## src/hw/rtl/vtbp_pkg.sv

```systemverilog
// Shared types and constants for the video timing and background pixel block.
package vtbp_pkg;

    localparam int VRAM_BYTES = 16384;
    localparam int VRAM_AW    = $clog2(VRAM_BYTES);

    localparam logic [1:0] ACT_TICK  = 2'd0;
    localparam logic [1:0] ACT_WRITE = 2'd1;
    localparam logic [1:0] ACT_READ  = 2'd2;
    localparam logic [1:0] ACT_POLL  = 2'd3;

    localparam logic [2:0] REG_CTRL   = 3'd0;
    localparam logic [2:0] REG_SCROLL = 3'd5;
    localparam logic [2:0] REG_ADDR   = 3'd6;
    localparam logic [2:0] REG_DATA   = 3'd7;

    localparam logic [15:0] STATUS_ADDR = 16'h2002;
    localparam logic [15:0] DATA_ADDR   = 16'h2007;

    localparam logic [8:0] LINE_FIRST    = 9'h1ff;
    localparam logic [8:0] LINE_LAST     = 9'd260;
    localparam logic [8:0] DOT_LAST      = 9'd340;
    localparam logic [8:0] VISIBLE_LINES = 9'd240;
    localparam logic [8:0] VBLANK_LINE   = 9'd241;
    localparam logic [8:0] DOT_PIX_END   = 9'd256;

    localparam logic [9:0] PALETTE_PREFIX = 10'h3f0;
    localparam logic [3:0] ATTR_PREFIX    = 4'hf;

    typedef enum logic [1:0] {
        KIND_PLAIN = 2'd0,
        KIND_WRITE = 2'd1,
        KIND_PIXEL = 2'd2
    } kind_t;

    typedef struct packed {
        kind_t              kind;
        logic [VRAM_AW-1:0] waddr;
        logic [7:0]         wdata;
        logic [7:0]         read_data;
        logic               nmi;
        logic [7:0]         x;
        logic [7:0]         y;
        logic [1:0]         nt_sel;
        logic               pt_hi;
    } entry_t;

    typedef struct packed {
        logic clearing;
    } back_status_t;

endpackage

```

## src/hw/rtl/vtbp_req_if.sv

```systemverilog
// Request channel: one input word per handshake.
interface vtbp_req_if;
    logic        valid;
    logic        ready;
    logic [1:0]  action;
    logic [15:0] bus_addr;
    logic [7:0]  write_data;

    modport source (output valid, action, bus_addr, write_data, input ready);
    modport sink   (input valid, action, bus_addr, write_data, output ready);
endinterface

```

## src/hw/rtl/vtbp_front.sv

```systemverilog
// Front: timing counters, bus registers and decode of each word into the queue.
module vtbp_front (
    input  logic                   clk,
    input  logic                   rst_n,
    vtbp_req_if.sink               req,
    input  vtbp_pkg::back_status_t status,
    input  logic                   queue_full,
    output logic                   push,
    output vtbp_pkg::entry_t       entry
);
    import vtbp_pkg::*;

    logic [8:0]  line_reg, line_next;
    logic [8:0]  dot_reg, dot_next;
    logic        vblank_reg, vblank_next;
    logic        nmi_reg, nmi_next;
    logic        latch_reg, latch_next;
    logic [15:0] pointer_reg, pointer_next;
    logic [7:0]  control_reg, control_next;
    logic [15:0] step;
    logic        accept;

    assign req.ready = !status.clearing && !queue_full;
    assign accept    = req.valid && req.ready;
    assign push      = accept;
    assign step      = control_reg[2] ? 16'd32 : 16'd1;

    always_comb
    begin
        line_next    = line_reg;
        dot_next     = dot_reg;
        vblank_next  = vblank_reg;
        nmi_next     = nmi_reg;
        latch_next   = latch_reg;
        pointer_next = pointer_reg;
        control_next = control_reg;
        entry        = '0;
        entry.kind   = KIND_PLAIN;
        if (accept)
        begin
            case (req.action)
                ACT_TICK:
                begin
                    if (line_reg == LINE_FIRST && dot_reg == 9'd1)
                    begin
                        vblank_next = 1'b0;
                    end
                    if (line_reg < VISIBLE_LINES && dot_reg != 9'd0 && dot_reg < DOT_PIX_END)
                    begin
                        entry.kind   = KIND_PIXEL;
                        entry.x      = dot_reg[7:0];
                        entry.y      = line_reg[7:0];
                        entry.nt_sel = control_reg[1:0];
                        entry.pt_hi  = control_reg[4];
                    end
                    if (line_reg == VBLANK_LINE && dot_reg == 9'd1)
                    begin
                        if (control_reg[7])
                        begin
                            nmi_next = 1'b1;
                        end
                        vblank_next = 1'b1;
                    end
                    if (dot_reg >= DOT_LAST)
                    begin
                        dot_next  = '0;
                        line_next = (line_reg == LINE_LAST) ? LINE_FIRST : line_reg + 1'b1;
                    end
                    else
                    begin
                        dot_next = dot_reg + 1'b1;
                    end
                end
                ACT_WRITE:
                begin
                    case (req.bus_addr[2:0])
                        REG_CTRL:   control_next = req.write_data;
                        REG_SCROLL: latch_next = !latch_reg;
                        REG_ADDR:
                        begin
                            if (latch_reg)
                            begin
                                pointer_next = {2'b00, req.write_data[5:0], pointer_reg[7:0]};
                            end
                            else
                            begin
                                pointer_next = {pointer_reg[15:8], req.write_data};
                            end
                            latch_next = !latch_reg;
                        end
                        REG_DATA:
                        begin
                            if (pointer_reg[15:VRAM_AW] == '0)
                            begin
                                entry.kind   = KIND_WRITE;
                                entry.waddr  = pointer_reg[VRAM_AW-1:0];
                                entry.wdata  = req.write_data;
                                pointer_next = pointer_reg + step;
                            end
                        end
                        default: ;
                    endcase
                end
                ACT_READ:
                begin
                    if (req.bus_addr == STATUS_ADDR)
                    begin
                        entry.read_data = {vblank_reg, 7'b0};
                        vblank_next     = 1'b0;
                        latch_next      = 1'b1;
                    end
                    else if (req.bus_addr == DATA_ADDR)
                    begin
                        pointer_next = pointer_reg + step;
                    end
                end
                ACT_POLL:
                begin
                    entry.nmi = nmi_reg;
                    nmi_next  = 1'b0;
                end
                default: ;
            endcase
        end
    end

    always_ff @(posedge clk or negedge rst_n)
    begin
        if (!rst_n)
        begin
            line_reg    <= LINE_FIRST;
            dot_reg     <= '0;
            vblank_reg  <= 1'b0;
            nmi_reg     <= 1'b0;
            latch_reg   <= 1'b1;
            pointer_reg <= '0;
            control_reg <= '0;
        end
        else
        begin
            line_reg    <= line_next;
            dot_reg     <= dot_next;
            vblank_reg  <= vblank_next;
            nmi_reg     <= nmi_next;
            latch_reg   <= latch_next;
            pointer_reg <= pointer_next;
            control_reg <= control_next;
        end
    end
endmodule

```

## src/flat_wrapper.sv

```systemverilog
// flat-port wrapper written by rule: the top's interface ports become plain ports
module vtbp_front_flat import vtbp_pkg::*;
  (clk, rst_n, status, queue_full, push, entry, req_valid, req_action, req_bus_addr, req_write_data, req_ready);
  vtbp_req_if req_i ();
  input  logic clk;
  input  logic rst_n;
  input  vtbp_pkg::back_status_t status;
  input  logic queue_full;
  output logic push;
  output vtbp_pkg::entry_t entry;
  input wire logic [$bits(req_i.valid)-1:0] req_valid;
  input wire logic [$bits(req_i.action)-1:0] req_action;
  input wire logic [$bits(req_i.bus_addr)-1:0] req_bus_addr;
  input wire logic [$bits(req_i.write_data)-1:0] req_write_data;
  output wire logic [$bits(req_i.ready)-1:0] req_ready;
  assign req_i.valid = req_valid;
  assign req_i.action = req_action;
  assign req_i.bus_addr = req_bus_addr;
  assign req_i.write_data = req_write_data;
  assign req_ready = req_i.ready;
  vtbp_front u_core (.clk(clk), .rst_n(rst_n), .req(req_i), .status(status), .queue_full(queue_full), .push(push), .entry(entry));
endmodule
```

## config.mk

```make
export PLATFORM = sky130hd
export DESIGN_NAME = vtbp_front_flat
export DESIGN_NICKNAME = d
export VERILOG_FILES = /design/src/hw/rtl/vtbp_pkg.sv /design/src/hw/rtl/vtbp_req_if.sv /design/src/hw/rtl/vtbp_front.sv /design/src/flat_wrapper.sv
export SDC_FILE = /design/constraint.sdc
export NUM_CORES = 1
export LEC_CHECK = 0
export BUFFER_PORTS_ARGS = -buffer_cell sky130_fd_sc_hd__buf_2
export CAP_MARGIN = 5
export CORE_ASPECT_RATIO = 1.5
export CORE_MARGIN = 4
export CORE_UTILIZATION = 30
export DETAILED_ROUTE_END_ITERATION = 8
export GPL_TIMING_DRIVEN = 0
export PLACE_DENSITY = 0.49
export SLEW_MARGIN = 40
export SYNTH_ARGS = -nofsm -noshare
export SYNTH_HDL_FRONTEND = slang
export SYNTH_SLANG_ARGS = --single-unit
```

## constraint.sdc

```tcl
create_clock -name clk -period 3.42 [get_ports clk]
set_clock_uncertainty 0.15 [all_clocks]
set_input_delay 1.026 -clock clk [delete_from_list [all_inputs] [get_ports clk]]
set_output_delay 1.026 -clock clk [all_outputs]
set_load 0.01 [all_outputs]
```

==> summary.txt <==
outcome -> finished with violations
failing checks -> setup timing
Final Hold Vio Count -> 0
First-pass DRT Iterations -> 4
largest family of logic cells by synthesized area -> simple AND/OR/NAND/NOR gates
Worst path max stage delay -> 0.22 ns
Routed Antenna Nets -> 0
clock sink count -> 42
reg2reg setup slack -> 1.06 ns
unrepaired setup endpoints after global routing -> yes
row cnt -> 45
layout net count -> 521
final setup margin -> -0.253 ns
Hold Crit Start -> u_core.vblank_reg
CTS root buffer -> clkbuf_16
Slowest-stage cell, CP -> a2111oi_4
Hold Slack -> 0.333 ns
synth warn -> 0
Seq/Total Area, Yosys -> 0.341
first-pass GRT wire length -> 16000 µm
Hold Path Depth -> 1
CTS Buf Count -> 5
post-route setup TNS -> -3.88 ns
dpl cells -> 568
I/O pin cnt -> 85
CTS tree -> done
CTS Buffer Depth -> 2
wire per inst -> 16.4 µm
Synth Area in Compound Gates -> 0.183
clock slew at reported path FFs -> 0.06 ns
diode count -> 0
leakage dissipation -> 0.00210 µW
Synth Flop Type -> dfrtp_1
Critical R2R Capture -> u_core.pointer_reg[5]
XOR/XNOR Fraction of Synth Area -> 0.0224
Yosys cell types -> 59
vias -> 3121
Period minus WS final -> 3.67 ns
Setup crit start kind -> input port
Design Power -> 1670 µW
Data arrival, critical path -> 2.50 ns
Die Width -> 91.3 µm
Area growth syn-to-layout -> 42.6%
final setup vio count -> 19
PwrDens -> 376 nW/µm²
Adder-Cell Fraction of Synth Area -> 0.0561
R2R cell count -> 7
EDFF count, synth -> 0
pin count of the biggest net entering global routing -> 43
Yosys reg bits -> 42
# port buffers -> 76
core footprint -> 10100 µm²
Max-slew headroom -> 0.547
max reg flops -> 16
Die H -> 133 µm
DRT Wirelength -> 9730 µm
final worst path period share -> 1.07
R2R Path Start -> u_core.pointer_reg[14]
async set-reset flop share out of synthesis -> 1.00
Max-cap violations -> 0
Tot GR Track Use -> 0.162
initial antenna violation count -> 0
Final Wtd Congestion -> 0.794
multi-input logic area -> 2050 µm²
Initial Utilization -> 0.308
Reg area -> 1060 µm²
cell count after synthesis -> 369
CP Cell Sequence -> buf_12, inv_12, ha_4, nor4bb_4, buf_4, nand2_4, a2111oi_4, buf_4, buf_6, and2_4, buf_6
simple-gate area share of the yosys netlist -> 0.306
most frequent cells in the layout -> buf_2 (42), buf_6 (41), and2_4 (34)
Worst-Skew Late Latency -> 0.29 ns
hold crit path type -> reg2reg
final instance area -> 4450 µm²
Congestion Overflow GR -> 0
H-tree depth -> 2
Slew @ Worst Pin -> 0.676 ns
vias per std cell -> 5.25
Hold Crit Endpoint -> u_core.vblank_reg
vias in the first global route -> 3218
Worst Path Required -> 2.24 ns
share of cells above drive strength 1 -> 0.390
DRC errors left -> 0
hold-fix buffer count after cts -> 0
Slew Limit Fails -> 0
Die Area -> 12100 µm²
peak supply drop -> 0.171 mV
fill cell count -> 1033
fmax -> 272 MHz
Crit Path Max Fanout -> 5
commonest non-fill, non-tap cell in the layout -> buf_2
Iter 0 DRT Violations -> 80
HPWL Detailed -> 7050 µm
Placed Area -> 3770 µm²
post-synth design cell area -> 3120 µm²
Crit. End Element -> output port
Finished Layout Cells -> 594
portion of netlist area occupied by mux cells -> 0.0261
Synth Area per Inst -> 8.46 µm²
crit path kind -> in2out
==> synthesized netlist by cell type, types with 4 or more instances <==
cell	instances	area (µm²)
and2_1	43	269
nand2_1	34	128
dfrtp_1	32	801
a21oi_1	26	130
a31oi_1	25	156
nand3_1	23	115
nor2_1	18	67.6
ha_1	14	175
o21ai_0	13	65.1
inv_1	12	45.0
dfstp_2	10	263
and3_1	9	56.3
buf_4	9	67.6
clkbuf_1	9	33.8
buf_2	8	40.0
nand4_1	6	37.5
mux2_1	5	56.3
nand2b_1	5	31.3
xor2_1	5	43.8
a21o_1	4	30.0
nor4_1	4	25.0
o31ai_1	4	30.0
==> worst max path at each step <==
| stage | end | depth (start not counted) | slack, ns | from |
|---|---|---|---|---|
| 2_1_floorplan | entry[11] | 8 | -0.02 | req_action[1] |
| 3_5_place_dp | entry[0] | 10 | -0.56 | req_action[1] |
| 6_report | entry[0] | 11 | -0.25 | req_action[1] |
| 4_1_cts | entry[0] | 11 | -0.40 | req_action[0] |
| 5_1_grt | entry[1] | 11 | -0.33 | req_action[1] |
| 3_3_place_gp | entry[1] | 10 | -0.61 | req_action[1] |
==> area by class of cell <==
| type | instances | share of cell area |
|---|---|---|
| Clock inverter | 1 | 0.00112 |
| Tap cell | 117 | 0.0329 |
| Sequential cell | 42 | 0.239 |
| Timing Repair Buffer | 94 | 0.174 |
| Clock buffer | 7 | 0.0320 |
| Buffer | 27 | 0.0466 |
| Inverter | 12 | 0.0140 |
| Multi-Input combinational cell | 294 | 0.461 |
==> power breakdown <==
part           leakage (µW)  total, µW  switching (µW)  internal, µW
Combinational       0.00152        466             259           207
Sequential         0.000509        714             121           593
Clock             0.0000739        494             204           290
Total               0.00210       1670             584          1090
==> critical path: cells and delay by family <==
| kind | cells | cell delay (ns) |
|---|---|---|
| buf+inv | 6 | 0.75 |
| compound gates | 1 | 0.22 |
| simple gates | 3 | 0.37 |
| fa+ha+maj | 1 | 0.12 |
==> cells by family after synthesis <==
group           after synthesis
xor+xnor                      8
flops                        42
fa+ha+maj                    14
buf+inv                      39
other cells                   1
compound gates               89
simple gates                169
mux                           7
==> stage by stage <==
stage | worst slack, ns | util
finish | -0.253 | 0.439
global route | -0.333 | 0.439
CTS | -0.399 | 0.420
detailed placement | -0.560 | 0.372
global placement | -0.609 | 0.372
floorplan | -0.0244 | -
==> repair_timing <==
| action | in CTS | in global routing |
|---|---|---|
| setup buffers | 9 | 6 |
| resized for setup | 54 | 40 |
| cloned | 4 | 0 |
| pin swaps | 7 | 6 |
| endpoints found under the setup margin | 43 | 40 |
==> per-layer routing <==
metal / GRT usage / vias to the layer above / routed length [µm]
li1: - / 1520 / -
met1: 0.173 / 1496 / 3690
met2: 0.299 / 82 / 5340
met3: 0.0313 / 23 / 365
met4: 0.0755 / 0 / 331
met5: 0 / - / 0
(Power assumes the default switching activity.)
