### config.mk
export PLATFORM = sky130hd
export DESIGN_NAME = vtbp_fifo
export DESIGN_NICKNAME = d
export VERILOG_FILES = /design/src/hw/rtl/vtbp_pkg.sv /design/src/hw/rtl/vtbp_fifo.sv
export SDC_FILE = /design/constraint.sdc
export NUM_CORES = 1
export LEC_CHECK = 0
export ABC_AREA = 1
export BUFFER_PORTS_ARGS = -buffer_cell sky130_fd_sc_hd__buf_2
export CAP_MARGIN = 25
export CORE_MARGIN = 5
export CORE_UTILIZATION = 39
export DETAILED_ROUTE_END_ITERATION = 8
export GPL_TIMING_DRIVEN = 0
export HOLD_SLACK_MARGIN = 0.08
export PLACE_DENSITY = 0.65
export SYNTH_ARGS = -nofsm -noshare
export SYNTH_HDL_FRONTEND = slang
export SYNTH_SLANG_ARGS = --single-unit
### constraint.sdc
create_clock -name clk -period 5.6 [get_ports clk]
set_clock_uncertainty 0.2 [all_clocks]
set_input_delay 0.28 -clock clk [delete_from_list [all_inputs] [get_ports clk]]
set_output_delay 0.28 -clock clk [all_outputs]
set_load 0.02 [all_outputs]
### src/hw/rtl/vtbp_pkg.sv
// Shared types and constants for the video timing and background pixel block.
package vtbp_pkg;

    localparam int VRAM_BYTES = 16384;
    localparam int VRAM_AW    = $clog2(VRAM_BYTES);

    localparam logic [1:0] ACT_TICK  = 2'd0;
    localparam logic [1:0] ACT_WRITE = 2'd1;
    localparam logic [1:0] ACT_READ  = 2'd2;
    localparam logic [1:0] ACT_POLL  = 2'd3;

    localparam logic [2:0] REG_CTRL   = 3'd0;
    localparam logic [2:0] REG_SCROLL = 3'd5;
    localparam logic [2:0] REG_ADDR   = 3'd6;
    localparam logic [2:0] REG_DATA   = 3'd7;

    localparam logic [15:0] STATUS_ADDR = 16'h2002;
    localparam logic [15:0] DATA_ADDR   = 16'h2007;

    localparam logic [8:0] LINE_FIRST    = 9'h1ff;
    localparam logic [8:0] LINE_LAST     = 9'd260;
    localparam logic [8:0] DOT_LAST      = 9'd340;
    localparam logic [8:0] VISIBLE_LINES = 9'd240;
    localparam logic [8:0] VBLANK_LINE   = 9'd241;
    localparam logic [8:0] DOT_PIX_END   = 9'd256;

    localparam logic [9:0] PALETTE_PREFIX = 10'h3f0;
    localparam logic [3:0] ATTR_PREFIX    = 4'hf;

    typedef enum logic [1:0] {
        KIND_PLAIN = 2'd0,
        KIND_WRITE = 2'd1,
        KIND_PIXEL = 2'd2
    } kind_t;

    typedef struct packed {
        kind_t              kind;
        logic [VRAM_AW-1:0] waddr;
        logic [7:0]         wdata;
        logic [7:0]         read_data;
        logic               nmi;
        logic [7:0]         x;
        logic [7:0]         y;
        logic [1:0]         nt_sel;
        logic               pt_hi;
    } entry_t;

    typedef struct packed {
        logic clearing;
    } back_status_t;

endpackage

### src/hw/rtl/vtbp_fifo.sv
// Short queue of decoded words between front and back.
module vtbp_fifo #(
    parameter int DEPTH = 4
) (
    input  logic            clk,
    input  logic            rst_n,
    input  logic            push,
    input  vtbp_pkg::entry_t din,
    output logic            full,
    input  logic            pop,
    output vtbp_pkg::entry_t dout,
    output logic            empty
);
    import vtbp_pkg::*;

    localparam int PW = (DEPTH > 1) ? $clog2(DEPTH) : 1;
    localparam int CW = $clog2(DEPTH + 1);

    entry_t         mem_reg [DEPTH];
    logic [PW-1:0]  wr_reg, wr_next, rd_reg, rd_next;
    logic [CW-1:0]  cnt_reg, cnt_next;

    assign full  = (cnt_reg == CW'(DEPTH));
    assign empty = (cnt_reg == '0);
    assign dout  = mem_reg[rd_reg];

    always_comb
    begin
        wr_next  = wr_reg;
        rd_next  = rd_reg;
        cnt_next = cnt_reg;
        if (push)
        begin
            wr_next = (wr_reg == PW'(DEPTH - 1)) ? '0 : wr_reg + 1'b1;
        end
        if (pop)
        begin
            rd_next = (rd_reg == PW'(DEPTH - 1)) ? '0 : rd_reg + 1'b1;
        end
        if (push && !pop)
        begin
            cnt_next = cnt_reg + 1'b1;
        end
        else if (pop && !push)
        begin
            cnt_next = cnt_reg - 1'b1;
        end
    end

    always_ff @(posedge clk or negedge rst_n)
    begin
        if (!rst_n)
        begin
            wr_reg  <= '0;
            rd_reg  <= '0;
            cnt_reg <= '0;
        end
        else
        begin
            wr_reg  <= wr_next;
            rd_reg  <= rd_next;
            cnt_reg <= cnt_next;
        end
    end

    always_ff @(posedge clk)
    begin
        if (push)
        begin
            mem_reg[wr_reg] <= din;
        end
    end

`ifndef SYNTHESIS
    a_no_push_full: assert property (@(posedge clk) disable iff (!rst_n)
        full |-> !push || pop) else $error("push into full queue");
    a_no_pop_empty: assert property (@(posedge clk) disable iff (!rst_n)
        empty |-> !pop) else $error("pop from empty queue");
    a_count_step: assert property (@(posedge clk) disable iff (!rst_n)
        (push && !pop) |=> cnt_reg == $past(cnt_reg) + 1'b1) else $error("count slip");
`endif
endmodule

==> metrics.txt, run 1 <==
# TYPE chip_impl_metric gauge
chip_impl_metric{name="postCtsSetupRepairBufs",unit=""} 0
chip_impl_metric{name="antenna_violation_net_count_after_detailed_routing",unit=""} 0
chip_impl_metric{name="gpl.final_weighted_congestion",unit=""} 0.721
chip_impl_metric{name="synth_warnings",unit=""} 0
chip_impl_metric{name="routed-via-count",unit=""} 5314
chip_impl_info{name="timing.setup.critical_path_class",value="register to output port"} 1
chip_impl_metric{name="pin_count",unit=""} 110
chip_impl_metric{name="grt_start_max_net_pins",unit=""} 36
chip_impl_info{name="layout.cells.most_common",value="sky130_fd_sc_hd__edfxtp_1"} 1
chip_impl_metric{name="setup_viol",unit=""} 0
chip_impl_metric{name="seq_total_area_yosys",unit=""} 0.741
chip_impl_metric{name="synth_nets",unit=""} 722
chip_impl_metric{name="timing.critical_path.arrival",unit="ns"} 2.09
chip_impl_metric{name="switching_power",unit="W"} 0.00195
chip_impl_metric{name="per_cell_routed_wire_length",unit="um"} 16.0
chip_impl_metric{name="floorplan.core_area",unit="um^2"} 21800
chip_impl_info{name="status",value="finished, final reports clean"} 1
chip_impl_metric{name="finalWorstSetupSlack",unit="ns"} 3.03
chip_impl_metric{name="post_route_cells_drive_above_1_share",unit=""} 0.215
chip_impl_metric{name="route.detailed.drc",unit=""} 0
chip_impl_metric{name="cts.sinks",unit=""} 215
chip_impl_info{name="startpoint_type",value="register"} 1
chip_impl_info{name="cts_tree",value="yes"} 1
chip_impl_info{name="most-common-layout-cells",value="sky130_fd_sc_hd__edfxtp_1, sky130_fd_sc_hd__nand2_1, sky130_fd_sc_hd__buf_2"} 1
chip_impl_metric{name="leakage",unit="nW"} 4.48
chip_impl_metric{name="wire_length_of_the_first_global_routing_pass",unit="um"} 29500
chip_impl_metric{name="whs",unit="ns"} 0.310
chip_impl_metric{name="syn_area",unit="um^2"} 8670
chip_impl_metric{name="power.density",unit="nW/um^2"} 499
chip_impl_metric{name="detail_routed_via_count_per_cell",unit=""} 4.62
chip_impl_metric{name="dp_slack",unit="ns"} 3.52
chip_impl_metric{name="design.final.nets",unit=""} 916
chip_impl_metric{name="die_h",unit="um"} 159
chip_impl_metric{name="port_buffers",unit=""} 109
chip_impl_metric{name="critical_path_peak_fanout",unit=""} 10
chip_impl_metric{name="antennaDiodeCount",unit=""} 0
chip_impl_metric{name="post-dp-hpwl",unit="um"} 11500
chip_impl_metric{name="cts_made_buffers",unit=""} 23
chip_impl_metric{name="rows",unit=""} 54
chip_impl_info{name="hold_path_class",value="register to register"} 1
chip_impl_metric{name="areaGrowthSynthToFinish",unit="%"} 25.6
chip_impl_metric{name="max_slew.worst_pin.slew",unit="ns"} 0.676
chip_impl_metric{name="finalCritPeriodShare",unit=""} 0.459
chip_impl_metric{name="seq_power_share",unit=""} 0.393
chip_impl_metric{name="yosys.cell_types.count",unit=""} 18
chip_impl_metric{name="holdBufCountCts",unit=""} 56
chip_impl_metric{name="finalWirelength",unit="um"} 18400
chip_impl_metric{name="power.total",unit="W"} 0.00543
chip_impl_metric{name="grt_overflow",unit=""} 0
chip_impl_metric{name="synth.avg_cell_area",unit="um^2"} 13.2
chip_impl_metric{name="fin_tns_setup",unit="ns"} 0
chip_impl_metric{name="cts_resized",unit=""} 0
chip_impl_metric{name="combined_area_of_the_multi_input_logic_cells",unit="um^2"} 1630
chip_impl_metric{name="clk_path_buf_depth",unit=""} 3
chip_impl_metric{name="worst_setup_hold_path_clk_slew",unit="ns"} 0.06
chip_impl_metric{name="hold_viol",unit=""} 0
chip_impl_metric{name="ys_ff_latch",unit=""} 215
chip_impl_metric{name="initial_antenna_violation_count",unit=""} 0
chip_impl_metric{name="seqCellArea",unit="um^2"} 6420
chip_impl_metric{name="max_freq",unit="MHz"} 389
chip_impl_metric{name="track_usage",unit=""} 0.144
chip_impl_metric{name="worst_skew_pair.late_latency",unit="ns"} 0.49
chip_impl_metric{name="netlist_instances",unit=""} 659
chip_impl_metric{name="final_max_slew_viol_count",unit=""} 0
chip_impl_metric{name="combinationalPowerShare",unit=""} 0.353
chip_impl_metric{name="die_w",unit="um"} 159
chip_impl_metric{name="fillerInstances",unit=""} 1899
chip_impl_metric{name="cts_htree_levels",unit=""} 1
chip_impl_metric{name="first_global_vias",unit=""} 5505
chip_impl_metric{name="largest_register_ffs",unit=""} 208
chip_impl_info{name="worst_setup_path_end_kind",value="output port"} 1
chip_impl_info{name="clock_tree.root_cell",value="sky130_fd_sc_hd__clkbuf_16"} 1
chip_impl_metric{name="starting_density_of_the_core",unit=""} 0.397
chip_impl_metric{name="peakVddDrop",unit="V"} 0.000268
chip_impl_metric{name="power.share.switching",unit=""} 0.359
chip_impl_metric{name="final_period_minus_worst_setup_slack",unit="ns"} 2.57
chip_impl_info{name="rsz0062_at_grt",value="false"} 1
chip_impl_metric{name="final_core_utilization",unit=""} 0.499
chip_impl_metric{name="area_enclosed_by_the_die_boundary",unit="um^2"} 25300
chip_impl_metric{name="max_slew_margin",unit=""} 0.549
chip_impl_metric{name="router_iterations_before_antenna_repair",unit=""} 4
chip_impl_metric{name="clock_power_share",unit=""} 0.254
chip_impl_metric{name="drv.max_cap_violation_count",unit=""} 0
chip_impl_metric{name="p_int",unit="W"} 0.00348
chip_impl_metric{name="drtIter0Drc",unit=""} 276
chip_impl_metric{name="worstPathRequired",unit="ns"} 5.12
[metal layers]
metal,up-vias,share of wire,global-route usage
li1,2682,-,-
met1,2485,0.43,0.182
met2,121,0.51,0.257
met3,26,0.044,0.0269
met4,0,0.022,0.0353
met5,-,0,0
[Yosys cell counts]
master	count	area (um^2)
sky130_fd_sc_hd__buf_2	27	135
sky130_fd_sc_hd__buf_6	3	33.8
sky130_fd_sc_hd__clkbuf_1	4	15.0
sky130_fd_sc_hd__dfrtp_1	7	175
sky130_fd_sc_hd__edfxtp_1	208	6250
sky130_fd_sc_hd__fa_1	1	20.0
sky130_fd_sc_hd__ha_1	6	75.1
sky130_fd_sc_hd__inv_1	115	432
sky130_fd_sc_hd__inv_2	2	7.51
sky130_fd_sc_hd__nand2_1	172	646
sky130_fd_sc_hd__nand3_1	1	5.00
sky130_fd_sc_hd__nand4_1	1	6.26
sky130_fd_sc_hd__nor2_1	1	3.75
sky130_fd_sc_hd__nor3_1	2	10.0
sky130_fd_sc_hd__o211ai_1	94	706
sky130_fd_sc_hd__o211ai_2	10	125
sky130_fd_sc_hd__o21ai_0	4	20.0
sky130_fd_sc_hd__xnor2_1	1	8.76
[kinds of logic (layout without fill, tap and decap cells)]
family,after synthesis,count (layout),share of synthesized area
adders and majority gates,7,7,0.0110
DFF,215,215,0.741
xor gates and xnor gates,1,1,0.00101
buffers and inverters,151,361,0.0719
AOI/OAI and AO/OA,108,108,0.0981
and+or+nand+nor,177,177,0.0774
[per-stage QoR]
| step | area, um^2 | std cells |
|---|---|---|
| floorplan | 8670 | 659 |
| global placement | 9570 | 1048 |
| detailed placement | 9650 | 1052 |
| CTS | 10900 | 1149 |
| global route | 10900 | 1149 |
| finish | 10900 | 1149 |
[worst max-delay path: stages, from the launching register on]
cell                       delay (ns)
sky130_fd_sc_hd__dfrtp_1         0.35
sky130_fd_sc_hd__buf_2           0.25
sky130_fd_sc_hd__clkbuf_1        0.49
sky130_fd_sc_hd__o211ai_1        0.19
sky130_fd_sc_hd__nand2_1         0.14
sky130_fd_sc_hd__buf_2           0.18
[power by group through the flow]
stage,clock network [W],logic (W),registers (W)
final,0.00138,0.00192,0.00213
after global routing,0.00148,0.00212,0.00215
after CTS,0.00141,0.00197,0.00213
after detailed placement,0,0.00194,0.00217
after global placement,0,0.00188,0.00218
after floorplan,0,0.00123,0.00216
[worst paths after layout]
| path | end | slack [ns] | start | cells past startpoint |
|---|---|---|---|---|
| worst max-delay path | dout[8] | 3.03 | rd_reg[1]$_DFFE_PN0P_ | 5 |
| worst min-delay path | cnt_reg[2]$_DFFE_PN0P_ | 0.31 | cnt_reg[2]$_DFFE_PN0P_ | 2 |
| worst max register to register | mem_reg[2][43]$_DFFE_PP_ | 3.60 | wr_reg[0]$_DFFE_PN0P_ | 5 |
| worst min register to register | cnt_reg[2]$_DFFE_PN0P_ | 0.31 | cnt_reg[2]$_DFFE_PN0P_ | 2 |
| max in group asynchronous | wr_reg[1]$_DFFE_PN0P_ | 4.37 | rst_n | 3 |
| min in group asynchronous | rd_reg[0]$_DFFE_PN0P_ | 0.58 | rst_n | 3 |
[cell type report]
cell class,count,share of cell area
repair buffers,169,0.109
clock inverters,6,0.00517
well taps,280,0.0322
inverters,117,0.0403
flip-flops and latches,215,0.589
plain buffers,34,0.0169
multi-input cells,293,0.149
clock buffers,35,0.0579
(Power assumes the default switching activity.)
==> run 2: changes to the inputs <==
- ABC_AREA: 1 -> 0
- PLACE_DENSITY: 0.65 -> 0.68
- clock period: 5.6 -> 2.23 ns (I/O delays scaled with it)
==> metrics.txt, run 2 <==
# TYPE chip_impl_metric gauge
chip_impl_info{name="status",value="finished, violations left"} 1
chip_impl_info{name="violations",value="setup timing"} 1
chip_impl_metric{name="area_enclosed_by_the_die_boundary",unit="um^2"} 23400
chip_impl_metric{name="leakage",unit="nW"} 3.63
chip_impl_metric{name="worstPathRequired",unit="ns"} 1.92
chip_impl_metric{name="initial_antenna_violation_count",unit=""} 0
chip_impl_metric{name="largest_register_ffs",unit=""} 208
chip_impl_metric{name="starting_density_of_the_core",unit=""} 0.396
chip_impl_metric{name="grtUsageMet1",unit=""} 0.154
chip_impl_metric{name="worst_setup_hold_path_clk_slew",unit="ns"} 0.06
chip_impl_metric{name="layout.cells.non_filler",unit=""} 792
chip_impl_metric{name="synth_enable_flop_cells",unit=""} 208
chip_impl_metric{name="router_iterations_before_antenna_repair",unit=""} 4
chip_impl_info{name="most-common-layout-cells",value="sky130_fd_sc_hd__edfxtp_1, sky130_fd_sc_hd__buf_2, sky130_fd_sc_hd__dlygate4sd3_1"} 1
chip_impl_metric{name="max_slew.worst_pin.slew",unit="ns"} 0.885
chip_impl_info{name="synth_area_leaders",value="sky130_fd_sc_hd__edfxtp_1, sky130_fd_sc_hd__mux4_2, sky130_fd_sc_hd__dfrtp_1"} 1
chip_impl_metric{name="cp.buffers_inverters",unit=""} 3
chip_impl_metric{name="power.density",unit="nW/um^2"} 1310
chip_impl_metric{name="grt_start_max_net_pins",unit=""} 53
chip_impl_info{name="hold_path_class",value="input port to register"} 1
chip_impl_metric{name="max_freq",unit="MHz"} 445
chip_impl_metric{name="timing.critical_path.arrival",unit="ns"} 1.93
chip_impl_metric{name="routed-via-count",unit=""} 3783
chip_impl_metric{name="final_max_slew_viol_count",unit=""} 0
chip_impl_metric{name="design.final.nets",unit=""} 569
chip_impl_metric{name="globalRouteMet3Util",unit=""} 0.0328
chip_impl_metric{name="post-dp-hpwl",unit="um"} 8490
chip_impl_info{name="worstPathCellList",value="buf_12 -> buf_12 -> mux4_2 -> buf_2"} 1
chip_impl_metric{name="worst_skew_pair.late_latency",unit="ns"} 0.49
chip_impl_metric{name="drtIter0Drc",unit=""} 146
chip_impl_metric{name="hold_viol",unit=""} 0
chip_impl_metric{name="pin_count",unit=""} 110
chip_impl_metric{name="wire_length_of_the_first_global_routing_pass",unit="um"} 23200
chip_impl_metric{name="cts.sinks",unit=""} 215
chip_impl_info{name="cts_tree",value="yes"} 1
chip_impl_metric{name="gr-usage-met2",unit=""} 0.221
chip_impl_metric{name="final_period_minus_worst_setup_slack",unit="ns"} 2.24
chip_impl_metric{name="synth_nets",unit=""} 372
chip_impl_metric{name="finalWorstSetupSlack",unit="ns"} -0.0149
chip_impl_metric{name="peakVddDrop",unit="V"} 0.000845
chip_impl_metric{name="setup_viol",unit=""} 1
chip_impl_info{name="critPathMostFrequentCell",value="sky130_fd_sc_hd__buf_12"} 1
chip_impl_metric{name="final_core_utilization",unit=""} 0.514
chip_impl_metric{name="seq_total_area_yosys",unit=""} 0.804
chip_impl_info{name="critical-path-slowest-cell",value="sky130_fd_sc_hd__mux4_2"} 1
chip_impl_info{name="top_flip_flop_cell_by_instance_count_after_synthesis",value="sky130_fd_sc_hd__edfxtp_1"} 1
chip_impl_info{name="worst_setup_path_end_kind",value="output port"} 1
chip_impl_metric{name="per_cell_routed_wire_length",unit="um"} 18.7
chip_impl_metric{name="gpl.final_weighted_congestion",unit=""} 0.690
chip_impl_metric{name="detail_routed_via_count_per_cell",unit=""} 4.78
chip_impl_info{name="timing.setup.critical_path_class",value="register to output port"} 1
chip_impl_metric{name="track_usage",unit=""} 0.124
chip_impl_metric{name="synth_warnings",unit=""} 0
chip_impl_info{name="layout.cells.most_common",value="sky130_fd_sc_hd__edfxtp_1"} 1
chip_impl_metric{name="yosys.cell_types.count",unit=""} 19
chip_impl_metric{name="grt_overflow",unit=""} 0
chip_impl_metric{name="port_buffers",unit=""} 109
chip_impl_metric{name="clk_path_buf_depth",unit=""} 3
chip_impl_metric{name="die_h",unit="um"} 153
chip_impl_metric{name="finalWirelength",unit="um"} 14800
chip_impl_metric{name="first_global_vias",unit=""} 4212
chip_impl_metric{name="max_slew_margin",unit=""} 0.410
chip_impl_metric{name="post-place-cells",unit=""} 688
chip_impl_metric{name="areaGrowthSynthToFinish",unit="%"} 29.7
chip_impl_metric{name="fraction_of_registers_with_async_set_or_reset_after_synthesis",unit=""} 0.0326
chip_impl_info{name="synth_most_common_cell",value="sky130_fd_sc_hd__edfxtp_1"} 1
chip_impl_info{name="rsz0062_at_grt",value="true"} 1
chip_impl_info{name="clock_tree.root_cell",value="sky130_fd_sc_hd__clkbuf_16"} 1
chip_impl_metric{name="antennaDiodeCount",unit=""} 0
chip_impl_metric{name="antenna_violation_net_count_after_detailed_routing",unit=""} 0
chip_impl_metric{name="post_route_cells_drive_above_1_share",unit=""} 0.420
chip_impl_metric{name="rows",unit=""} 52
chip_impl_metric{name="route.detailed.drc",unit=""} 0
chip_impl_info{name="worst_path_dominant_cell_family",value="multiplexers"} 1
chip_impl_metric{name="ys_ff_latch",unit=""} 215
chip_impl_metric{name="die_w",unit="um"} 153
chip_impl_info{name="synthDominantAreaCellType",value="sky130_fd_sc_hd__edfxtp_1"} 1
chip_impl_metric{name="floorplan.core_area",unit="um^2"} 20200
chip_impl_metric{name="cts_htree_levels",unit=""} 1
chip_impl_metric{name="syn_area",unit="um^2"} 7990
chip_impl_metric{name="drv.max_cap_violation_count",unit=""} 0
chip_impl_metric{name="synth.avg_cell_area",unit="um^2"} 25.8
chip_impl_metric{name="finalCritPeriodShare",unit=""} 1.01
chip_impl_metric{name="synth_largest_type_area_fraction",unit=""} 0.782
chip_impl_metric{name="worst_path_largest_cell_delay",unit="ns"} 0.53
chip_impl_metric{name="critical_path_peak_fanout",unit=""} 10
chip_impl_info{name="synth.top_cells.by_count",value="sky130_fd_sc_hd__edfxtp_1, sky130_fd_sc_hd__mux4_2, sky130_fd_sc_hd__dfrtp_1"} 1
chip_impl_info{name="startpoint_type",value="register"} 1
chip_impl_metric{name="netlist_instances",unit=""} 309
chip_impl_metric{name="cts_made_buffers",unit=""} 23
chip_impl_info{name="busiest_metal_layer_after_global_routing",value="met2"} 1
-- run 2: cell types whose count changed after synthesis, moves of 4 or more --
cell                       delta
sky130_fd_sc_hd__nand2_1    -170
sky130_fd_sc_hd__o211ai_2    -10
sky130_fd_sc_hd__inv_1      -111
sky130_fd_sc_hd__o211ai_1    -94
sky130_fd_sc_hd__buf_12       +5
sky130_fd_sc_hd__and2_1       +4
sky130_fd_sc_hd__clkbuf_1     -4
sky130_fd_sc_hd__buf_2       -21
sky130_fd_sc_hd__mux4_2      +48
sky130_fd_sc_hd__mux4_1       +4
-- run 2: where the power goes --
group | total (W) | switching (W) | internal [W]
Combinational | 0.00459 | 0.00240 | 0.00218
Sequential | 0.00538 | 0.000186 | 0.00520
Clock | 0.00356 | 0.00144 | 0.00212
Total | 0.0135 | 0.00403 | 0.00950
-- run 2: timing repair --
item,CTS,global route
hold endpoints to repair,222,0
gates cloned,0,2
hold buffers,56,0
endpoints found under the setup margin,49,51
setup buffers,4,1
resized for setup,9,36
-- run 2: final cells by class --
cell class                      instances  area [um^2]
Multi-Input combinational cell         78         1410
Inverter                                4         15.0
Timing Repair Buffer                  172         1290
Fill cell                            1659         9810
Tap cell                              270          338
Sequential cell                       215         6420
Clock inverter                         15          130
Clock buffer                           26          587
Buffer                                 12          169
-- run 2: stage by stage --
stage / area [um^2] / hold WS (ns) / total power (W) / TNS [ns] / worst slack [ns]
global placement: 8870 / -0.250 / 0.00952 / -42.75 / -0.244
global route: 10400 / 0.157 / 0.0142 / -2.34 / -0.0852
CTS: 10200 / 0.148 / 0.0134 / -0.484 / -0.0513
floorplan: 7990 / -0.384 / 0.00831 / 0 / 0.314
detailed placement: 8880 / -0.243 / 0.00963 / 0 / 0.206
finish: 10400 / 0.171 / 0.0135 / -0.0149 / -0.0149
-- run 2: path summary, 6_finish.rpt --
path                                   startpoint                        to  slack (ns)  depth (start not counted)
max                         rd_reg[0]$_DFFE_PN0P_                  dout[36]       -0.01                          4
min in group asynchronous                   rst_n    cnt_reg[1]$_DFFE_PN0P_        0.38                          3
min reg2reg                cnt_reg[2]$_DFFE_PN0P_    cnt_reg[2]$_DFFE_PN0P_        0.30                          1
max reg2reg                 wr_reg[1]$_DFFE_PN0P_  mem_reg[1][32]$_DFFE_PP_        0.24                          3
min                                        din[6]   mem_reg[3][6]$_DFFE_PP_        0.17                          2
max in group asynchronous                   rst_n     rd_reg[0]$_DFFE_PN0P_        1.17                          3
-- run 2: worst register-to-register path, delay by kind of cell (launching register included) --
family / cells / cell delay (ns)
adders and majority gates: 1 / 0.15
and+or+nand+nor: 1 / 0.65
buffers and inverters: 1 / 0.11
DFF: 1 / 0.41
-- run 2: logic make-up (layout without fill, tap and decap cells) --
logic type      Yosys count  after routing  synth area share
compound gates            2              2           0.00125
xor+xnor                  3              3           0.00329
fa+ha+maj                 7              7            0.0119
buf+inv                  16            229            0.0196
flops                   215            215             0.804
mux                      55             55             0.153
simple gates             11             11           0.00705
-- run 2: metal layers --
layer  wire (um)  up-vias
met2        7650       93
met1        6090     1958
met3         745       21
met5           0        -
li1            -     1711
met4         289        0
